<file path="config.mk">
export PLATFORM = sky130hd
export DESIGN_NAME = drisort_ctrl
export DESIGN_NICKNAME = d
export VERILOG_FILES = /design/src/hdl/drisort_pkg.sv /design/src/hdl/drisort_ctrl.sv
export VERILOG_INCLUDE_DIRS = /design/src /design/src/hdl
export SDC_FILE = /design/constraint.sdc
export NUM_CORES = 1
export LEC_CHECK = 0
export BUFFER_PORTS_ARGS = -buffer_cell sky130_fd_sc_hd__buf_2
export CORE_AREA = 2 2 39 41
export CTS_CLUSTER_DIAMETER = 200
export DETAILED_ROUTE_END_ITERATION = 10
export DIE_AREA = 0 0 41 43
export PLACE_DENSITY = 0.69
export SLEW_MARGIN = 25
export SYNTH_ARGS = -nofsm -noshare
export SYNTH_HDL_FRONTEND = slang
export SYNTH_SLANG_ARGS = --single-unit
</file>
<file path="constraint.sdc">
create_clock -name clock -period 3.95 [get_ports clock]
set_clock_uncertainty 0.1 [all_clocks]
set_input_delay 0.79 -clock clock [delete_from_list [all_inputs] [get_ports clock]]
set_output_delay 0.79 -clock clock [all_outputs]
set_load 0.02 [all_outputs]
</file>
<file path="src/hdl/assert_macros.svh">
// Assertion macros shared by the sorter modules.
// Holds no logic; included by files that check their own behavior.
`ifndef ASSERT_MACROS_SVH
`define ASSERT_MACROS_SVH
// Implication checked on every rising clock edge outside reset.
`define CHECK_IMPL(label, clk, rst, ante, cons, msg) \
   label: assert property (@(posedge clk) disable iff (rst) (ante) |-> (cons)) \
      else $error(msg);
// Next-cycle implication checked outside reset.
`define CHECK_NEXT(label, clk, rst, ante, cons, msg) \
   label: assert property (@(posedge clk) disable iff (rst) (ante) |=> (cons)) \
      else $error(msg);
`endif

</file>
<file path="src/hdl/drisort_pkg.sv">
// Types and codes shared by the sorter controller and datapath.
// No dependencies.
package drisort_pkg;
   localparam logic [1:0] ACT_LOAD  = 2'd0;
   localparam logic [1:0] ACT_FETCH = 2'd1;
   localparam logic [1:0] ACT_NEW   = 2'd2;

   typedef enum logic [3:0] {
      ST_IDLE,
      ST_CLEAR,
      ST_SORT_RD,
      ST_SORT_CMP,
      ST_SORT_KEY,
      ST_SORT_WR,
      ST_SORT_PUT,
      ST_EMIT_RD,
      ST_EMIT_CHK,
      ST_RESP
   } state_type;

   typedef enum logic [3:0] {
      CMD_NONE,
      CMD_LOAD,
      CMD_NEW,
      CMD_CLEAR_STEP,
      CMD_SORT_INIT,
      CMD_SORT_READ,
      CMD_SORT_CMP,
      CMD_SORT_SHIFT,
      CMD_SORT_PUT,
      CMD_EMIT_READ,
      CMD_EMIT_CHECK,
      CMD_EMIT_DONE
   } cmd_type;

   typedef struct packed {
      logic clear_done;
      logic sort_more;
      logic sort_done;
      logic shift_go;
      logic emit_hit;
      logic emit_empty;
      logic ranks_ready;
   } status_type;
endpackage

</file>
<file path="src/hdl/drisort_ctrl.sv">
// Sequencer for the sorter: load, clear sweep, insertion sort, emit walk.
// Depends on drisort_pkg and assert_macros.svh.
`include "assert_macros.svh"
module drisort_ctrl import drisort_pkg::*; (
   input  logic       clock,
   input  logic       reset,
   input  logic       req_valid,
   output logic       req_ready,
   input  logic [1:0] req_action,
   output logic       rsp_valid,
   input  logic       rsp_ready,
   input  status_type stat,
   output cmd_type    cmd
);
   state_type state_ff, state_in;
   logic      rsp_valid_ff, rsp_valid_in;

   always_ff @(posedge clock) begin
      if (reset) begin
         state_ff     <= ST_CLEAR;
         rsp_valid_ff <= 1'b0;
      end else begin
         state_ff     <= state_in;
         rsp_valid_ff <= rsp_valid_in;
      end
   end

   assign rsp_valid = rsp_valid_ff;

   always_comb begin
      state_in     = state_ff;
      rsp_valid_in = rsp_valid_ff && !rsp_ready;
      cmd          = CMD_NONE;
      req_ready    = 1'b0;
      case (state_ff)
         ST_IDLE: begin
            req_ready = !rsp_valid_ff || rsp_ready;
            if (req_valid && req_ready) begin
               case (req_action)
                  ACT_LOAD: cmd = CMD_LOAD;
                  ACT_NEW: begin
                     cmd      = CMD_NEW;
                     state_in = ST_CLEAR;
                  end
                  ACT_FETCH: begin
                     if (stat.ranks_ready) begin
                        cmd      = CMD_EMIT_READ;
                        state_in = ST_EMIT_RD;
                     end else begin
                        cmd      = CMD_SORT_INIT;
                        state_in = ST_SORT_RD;
                     end
                  end
                  default: cmd = CMD_NONE;
               endcase
            end
         end
         ST_CLEAR: begin
            cmd = CMD_CLEAR_STEP;
            if (stat.clear_done) state_in = ST_IDLE;
         end
         ST_SORT_RD: begin
            if (stat.sort_done) begin
               cmd      = CMD_EMIT_READ;
               state_in = ST_EMIT_RD;
            end else begin
               cmd      = CMD_SORT_READ;
               state_in = ST_SORT_CMP;
            end
         end
         ST_SORT_CMP: begin
            cmd      = CMD_SORT_CMP;
            state_in = ST_SORT_KEY;
         end
         ST_SORT_KEY: begin
            state_in = ST_SORT_WR;
         end
         ST_SORT_WR: begin
            if (stat.shift_go) begin
               cmd      = CMD_SORT_SHIFT;
               state_in = ST_SORT_CMP;
            end else begin
               cmd      = CMD_SORT_PUT;
               state_in = ST_SORT_RD;
            end
         end
         ST_EMIT_RD: begin
            cmd      = CMD_EMIT_CHECK;
            state_in = ST_EMIT_CHK;
         end
         ST_EMIT_CHK: begin
            if (stat.emit_hit || stat.emit_empty) begin
               cmd      = CMD_EMIT_DONE;
               state_in = ST_RESP;
            end else begin
               cmd      = CMD_EMIT_READ;
               state_in = ST_EMIT_RD;
            end
         end
         ST_RESP: begin
            rsp_valid_in = 1'b1;
            state_in     = ST_IDLE;
         end
         default: state_in = ST_IDLE;
      endcase
   end

   `CHECK_IMPL(a_ready_idle, clock, reset, req_ready, state_ff == ST_IDLE, "ready outside idle")
   `CHECK_NEXT(a_resp_valid, clock, reset, state_ff == ST_RESP, rsp_valid_ff, "response lost")
   `CHECK_IMPL(a_no_double, clock, reset, state_ff == ST_RESP, !rsp_valid_ff || rsp_ready,
               "response overwritten")
endmodule

</file>
==> results of run 1 <==
cell type report:
type	count	area share
Multi-Input combinational cell	62	0.620
Clock buffer	4	0.0405
Tap cell	16	0.0309
Inverter	4	0.0232
Timing Repair Buffer	17	0.131
Sequential cell	5	0.154
placed cells by master (no fill, tap or decap), types with 2 or more instances in the layout:
| cell type | n |
|---|---|
| buf_2 | 17 |
| nor2_1 | 7 |
| a21oi_1 | 5 |
| dfxtp_1 | 5 |
| nand2b_1 | 4 |
| nand3_1 | 4 |
| o21ai_0 | 3 |
| inv_1 | 3 |
| a22oi_1 | 3 |
| nand2_1 | 3 |
| clkbuf_4 | 3 |
| nor3_1 | 2 |
| nor2_2 | 2 |
| nand4_1 | 2 |
| o32ai_1 | 2 |
| a2bb2oi_1 | 2 |
| nor2b_1 | 2 |
| nor3b_1 | 2 |
| a21o_1 | 2 |
sequential cells by signal, summed over array words and instances, names as in the netlist:
name,flops
state_ff,4
rsp_valid,1
report_power, final:
| part | total, W | switching, W | internal [W] |
|---|---|---|---|
| registers | 0.0000553 | 0.00000372 | 0.0000516 |
| clock network | 0.0000581 | 0.0000200 | 0.0000381 |
| logic | 0.0000360 | 0.0000201 | 0.0000159 |
cell families (layout without fill, tap and decap cells):
logic type | after synthesis | in the layout | share of synthesized area
mux | 1 | 1 | 0.0184
buf+inv | 9 | 25 | 0.0760
simple gates | 35 | 35 | 0.366
flops | 5 | 5 | 0.184
xor+xnor | 1 | 1 | 0.0161
compound gates | 25 | 25 | 0.339
cell usage after synthesis (2+ instances only):
| master | n |
|---|---|
| o32ai_1 | 2 |
| nand3_1 | 4 |
| nor2_1 | 7 |
| nand2b_1 | 4 |
| nor2_2 | 2 |
| nor3_1 | 2 |
| a22oi_1 | 3 |
| nor3b_1 | 2 |
| a21oi_1 | 5 |
| o21ai_0 | 3 |
| inv_1 | 3 |
| nand4_1 | 2 |
| dfxtp_1 | 5 |
| nand2_1 | 3 |
| buf_2 | 3 |
| a2bb2oi_1 | 2 |
| nor2b_1 | 2 |
| a21o_1 | 2 |
worst paths after layout:
kind | startpoint | to | slack (ps) | cells after the start
max | state_ff[0] | cmd[0] | 1130 | 5
min reg2reg | rsp_valid | rsp_valid | 490 | 2
min | rsp_valid | rsp_valid | 490 | 2
max reg2reg | state_ff[3] | state_ff[0] | 2250 | 4
layer usage:
metal	wire, um	up-vias	track usage
met4	0	0	0.0400
met2	716	16	0.288
met3	71	0	0.0471
met5	0	-	0
li1	-	316	-
met1	633	288	0.241
metrics by stage:
| step | power [W] | area (um2) | hold slack [ps] |
|---|---|---|---|
| 2_1_floorplan | 0.0000780 | 543 | 452 |
| 4_1_cts | 0.000152 | 648 | 490 |
| 3_5_place_dp | 0.0000918 | 622 | 483 |
| 3_3_place_gp | 0.0000913 | 622 | 477 |
| 5_1_grt | 0.000161 | 648 | 514 |
| 6_report | 0.000149 | 648 | 488 |
critical path, cell delays in order (launching register included):
cell and delay (ps):
dfxtp_1 460, nor2_2 340, nand4_1 240, o32ai_1 380
a21o_1 120, buf_2 150
==> out/results.ini, run 1 <==
[final_layout]
drive_above_1_share = 0.272
fin_util = 0.468
diodes = 0
area_delta_synth_final_pct = 19.4
multiInputGateArea_um2 = 402
final_cells = 108
regArea_um2 = 100
fillerInstances = 145
fin_nets = 106

[critical_path]
crit_path_start_kind = register
cp_max_fo = 17
cp.arrival_ps = 1930
cp.required_ps = 3060
worst_setup_path_end_kind = primary output
critPathKind = reg -> out

[clock_tree]
numClockSinks = 5
hold_buffers = 0
cts-resized-gates = 0
cts_root_buf = clkbuf_4
cts_tree = done
post-cts-setup-buffer-count = 0
cts-htree-levels = 1
cts_buffers = 3
clock_path_buffers = 2
clk_latency_ps = 240
path_clk_slew_ps = 40

[detailed_routing]
wl_per_cell_um = 13.2
drt-initial-drc-count = 21
routed_wl_mm = 1.42
vias_per_cell = 5.74
via_count = 620
drcViolationCount = 0
dr.pass1.iters = 4
drtAntennaViolNets = 0

[synth]
syn_area_um2 = 543
ys_async_sr_fraction = 0
yosysWarnings = 0
synth-main-ff-cell = dfxtp_1
synthTopCellsByArea = dfxtp_1 (18%), nor2_1 (4.8%), a21oi_1 (4.6%), nand2b_1 (4.6%), a22oi_1 (4.1%)
synth_top_cell_area_share = 0.184
synth_edf_count = 0
syn_avg_cell_area_um2 = 7.15
ys_seq_area_frac = 0.184
yosys.cell_types.count = 38
postSynthCellCount = 76
ys_ff_latch = 5
syn-num-nets = 89
synth_top_cell_by_area = dfxtp_1

[sta]
rsz0062_at_grt = false
period_needed_ps = 2820
tightest_slew_ps = 515
timing.final.ws_setup_ps = 1130
fmax_ghz = 0.355
tns_ps = 0
slew_headroom = 0.656
fin_crit_sh = 0.714
setup_viol = 0
slew_violations = 0
final_hold_viol_count = 0

[power_and_ir_drop]
powerDensity_mw_per_mm2 = 231
peakVddDrop_uv = 235
leakage_nw = 0.250

[placement]
dp_cells = 104
io_buffer_count = 17
place_hpwl_mm = 1.06
gp_congestion = 0.756
preCtsSetupSlack_ps = 1230

[floorplan]
die_y_um = 43
die_w_um = 41
core.rowCount = 14
die-area_mm2 = 0.00176
start_util = 0.392
io_pins = 19
core_mm2 = 0.00138

[global_routing]
grt_max_degree = 18
antenna_found_initial = 0
grt_first_pass_wirelength_mm = 2.26
grt_pass1_vias = 550
track_usage = 0.183
overflow = 0

[status]
outcome = completed

[job]
maxCapViolCount = 0

[worst_hold_path]
hold_class = reg -> reg

(Power assumes the default switching activity.)
==> inputs of run 2 (changes only) <==
- PLACE_DENSITY: 0.69 -> 0.72
- clock period: 3.95 -> 2.5 ns (I/O delays scaled with it)
==> out/results.ini, run 2 (same netlist as run 1, synthesis figures left out) <==
[critical_path]
path_cells = nor2_4 -> nand4_1 -> o32ai_1 -> a21o_1 -> buf_2
cp.required_ps = 1900
cpMaxStageDelayCell = dfxtp_1
cp.arrival_ps = 1820
crit_path_start_kind = register
timing.rr.end = state_ff[0]
critPathKind = reg -> out
slowest_delay_ps = 470
reg2reg_slack_ps = 800
cp_max_fo = 14
worstSetupStartpoint = state_ff[2]
r2r-start = state_ff[3]
reg2regPathDepth = 4
worst_setup_path_end_kind = primary output

[placement]
io_buffer_count = 17
place_hpwl_mm = 1.10
gp_congestion = 0.754

[detailed_routing]
dr.pass1.iters = 4
routed_wl_mm = 1.49
drcViolationCount = 0
drtAntennaViolNets = 0
drt-initial-drc-count = 22
via_count = 654
wl_per_cell_um = 13.5
vias_per_cell = 5.95

[sta]
final_hold_viol_count = 0
tns_ps = 0
tightest_slew_ps = 532
fmax_ghz = 0.413
period_needed_ps = 2420
setup_viol = 0
slew_headroom = 0.645
slew_violations = 0
fin_crit_sh = 0.969
rsz0062_at_grt = false

[final_layout]
diodes = 0
fin_util = 0.483
final_cell_mix = buf_2 (17), nor2_1 (7), a21oi_1 (5), dfxtp_1 (5)
fin_nets = 108
largest_reg_flops = 4
drive_above_1_share = 0.287
layout_commonest_cell = buf_2
area_delta_synth_final_pct = 23.0
regMostFlops = state_ff

[status]
outcome = completed

[power_and_ir_drop]
powerDensity_mw_per_mm2 = 367
peakVddDrop_uv = 314
leakage_nw = 0.262

[job]
maxCapViolCount = 0

[clock_tree]
cts_root_buf = clkbuf_4
cts-htree-levels = 1
cts_tree = done
post-cts-setup-buffer-count = 0
cts_buffers = 3
path_clk_slew_ps = 50
clock_path_buffers = 2
numClockSinks = 5
clk_latency_ps = 260

[worst_hold_path]
hold_class = in -> reg
holdPathEnd = state_ff[2]
whs_path_depth = 2
hold_start = reset

[floorplan]
die_y_um = 43
core_mm2 = 0.00138
die-area_mm2 = 0.00176
start_util = 0.392
core.rowCount = 14
io_pins = 19
die_w_um = 41

[global_routing]
grt_pass1_vias = 570
grt_max_degree = 17
overflow = 0
antenna_found_initial = 0
grt_first_pass_wirelength_mm = 2.38
track_usage = 0.197

==> run 2: cell types whose count changed in the layout (fill, tap and decap cells not counted), sizes merged <==
cell / change
buf: +2
==> run 2: how the worst max path moves through the flow <==
stage / cells past startpoint / slack [ps] / end
after detailed placement: 5 / 370 / cmd[0]
after global routing: 5 / 40 / cmd[0]
after CTS: 5 / 80 / cmd[0]
after floorplan: 4 / 490 / cmd[2]
final: 5 / 80 / cmd[0]
after global placement: 6 / 370 / cmd[0]
==> run 2: critical path, delay by kind of cell, from the launching register on <==
family | cells | cell delay (ps)
buffers and inverters | 1 | 160
flip-flops | 1 | 470
AND/OR/NAND/NOR | 2 | 420
AO/OA/AOI/OAI | 2 | 520
==> run 2: final cells by class <==
type / instances / area [um2]
multi-input combinational: 62 / 407
tap: 16 / 20.0
fill: 146 / 716
timing repair buffer: 19 / 100
clock buffer: 4 / 26.3
sequential: 5 / 100
inverter: 4 / 15.0
==> run 2: routing by layer <==
| layer | track usage | vias up | routed length [um] |
|---|---|---|---|
| li1 | - | 320 | - |
| met1 | 0.244 | 300 | 623 |
| met2 | 0.316 | 32 | 739 |
| met3 | 0.0471 | 2 | 113 |
| met4 | 0.0667 | 0 | 13 |
| met5 | 0 | - | 0 |
==> run 2: timing repair <==
item	in CTS	in global routing
resized for setup	0	1
hold buffers	0	0
endpoints found under the setup margin	0	1
==> run 2: through the flow <==
step | instances | worst slack [ps] | hold slack, ps | total power [W] | area (um2)
after floorplan | 76 | 492 | 452 | 0.000123 | 543
after global placement | 106 | 373 | 480 | 0.000146 | 637
after detailed placement | 106 | 365 | 484 | 0.000147 | 637
after CTS | 110 | 84.6 | 365 | 0.000248 | 663
after global routing | 110 | 36.2 | 378 | 0.000261 | 668
final | 110 | 76.9 | 370 | 0.000245 | 668
==> run 2: where the power goes <==
part           switching, W  internal [W]
clock network     0.0000381     0.0000606
logic             0.0000374     0.0000269
registers        0.00000101     0.0000814
total             0.0000765      0.000169
==> inputs of run 3 (changes only) <==
- PLACE_DENSITY: 0.72 -> 0.67
==> out/results.ini, run 3 (same netlist as run 1, synthesis figures left out) <==
[detailed_routing]
drcViolationCount = 0
via_count = 639
drt-initial-drc-count = 16
routed_wl_mm = 1.48
dr.pass1.iters = 4
drtAntennaViolNets = 0
vias_per_cell = 5.81
wl_per_cell_um = 13.4

[floorplan]
core.rowCount = 14
core_mm2 = 0.00138
die_w_um = 41
io_pins = 19
start_util = 0.392
die_y_um = 43
die-area_mm2 = 0.00176

[critical_path]
path_cells = nor2_4 -> nand4_1 -> o32ai_1 -> a21o_1 -> buf_2
cp.arrival_ps = 1760
r2r-start = state_ff[3]
cp_max_fo = 14
path_delay_family = compound AO/OA/AOI/OAI gates
reg2regPathDepth = 4
cpMaxStageDelayCell = dfxtp_1
crit_path_start_kind = register
critPathKind = reg -> out
cp.required_ps = 1900
worst_setup_path_end_kind = primary output
critPathBufInv = 1
slowest_delay_ps = 460
reg2reg_slack_ps = 790
timing.rr.end = state_ff[0]

[final_layout]
drive_above_1_share = 0.287
regMostFlops = state_ff
final_cell_mix = buf_2 (17), nor2_1 (7), a21oi_1 (5), dfxtp_1 (5)
largest_reg_flops = 4
layout_commonest_cell = buf_2
fin_nets = 108
area_delta_synth_final_pct = 24.0
diodes = 0

[power_and_ir_drop]
peakVddDrop_uv = 309
leakage_nw = 0.263
total_power_w = 0.000239
powerDensity_mw_per_mm2 = 355

[sta]
slew_violations = 0
tightest_slew_ps = 506
fin_crit_sh = 0.943
rsz0062_at_grt = false
tns_ps = 0
fmax_ghz = 0.424
period_needed_ps = 2360
final_hold_viol_count = 0
slew_headroom = 0.662
setup_viol = 0

[global_routing]
grt_max_degree = 15
track_usage = 0.192
antenna_found_initial = 0
grt_first_pass_wirelength_mm = 2.35
grt_pass1_vias = 562
overflow = 0

[worst_hold_path]
hold_class = in -> reg
whs_path_depth = 2
holdPathEnd = rsp_valid
hold_start = reset

[placement]
io_buffer_count = 17
gp_congestion = 0.831
place_hpwl_mm = 1.13

[clock_tree]
post-cts-setup-buffer-count = 0
clk_latency_ps = 240
cts_root_buf = clkbuf_4
hold_buffers = 0
cts-htree-levels = 1
path_clk_slew_ps = 40
cts_buffers = 3
cts_tree = done
cts-resized-gates = 0
clock_path_buffers = 2
numClockSinks = 5

[job]
maxCapViolCount = 0

[status]
outcome = completed

==> run 3: area by class of cell <==
cell class                      instances  area (um2)
Multi-Input combinational cell         62         412
Tap cell                               16        20.0
Clock buffer                            4        26.3
Timing Repair Buffer                   19         100
Sequential cell                         5         100
Inverter                                4        15.0
Fill cell                             154         711
==> run 3: report_power, final <==
| part | internal [W] | total (W) | switching (W) |
|---|---|---|---|
| logic | 0.0000274 | 0.0000616 | 0.0000343 |
| clock network | 0.0000602 | 0.0000915 | 0.0000313 |
| registers | 0.0000815 | 0.0000856 | 0.00000409 |
| total | 0.000169 | 0.000239 | 0.0000696 |
==> run 3: metal layers <==
| layer | wire (um) | share of wire | GRT usage |
|---|---|---|---|
| met2 | 738 | 0.50 | 0.300 |
| met1 | 652 | 0.44 | 0.258 |
| met4 | 8 | 0.0054 | 0.0400 |
| met3 | 78 | 0.053 | 0.0471 |
| met5 | 0 | 0 | 0 |
==> run 3: through the flow <==
step | worst slack, ps | area (um2) | hold WS (ps) | utilization | std cells
detailed placement | 363 | 637 | 487 | 0.460 | 106
CTS | 87.4 | 663 | 382 | 0.479 | 110
floorplan | 492 | 543 | 452 | - | 76
finish | 143 | 673 | 395 | 0.486 | 110
global placement | 354 | 637 | 475 | 0.460 | 106
global route | 17.9 | 673 | 385 | 0.486 | 110
==> run 3: worst max-delay path by stage <==
stage	startpoint	end	slack, ps	cells past startpoint
global placement	state_ff[0]	cmd[0]	350	5
detailed placement	state_ff[0]	cmd[0]	360	5
global route	state_ff[2]	cmd[0]	20	5
floorplan	state_ff[0]	cmd[2]	490	4
finish	state_ff[2]	cmd[0]	140	5
CTS	state_ff[0]	cmd[0]	90	5
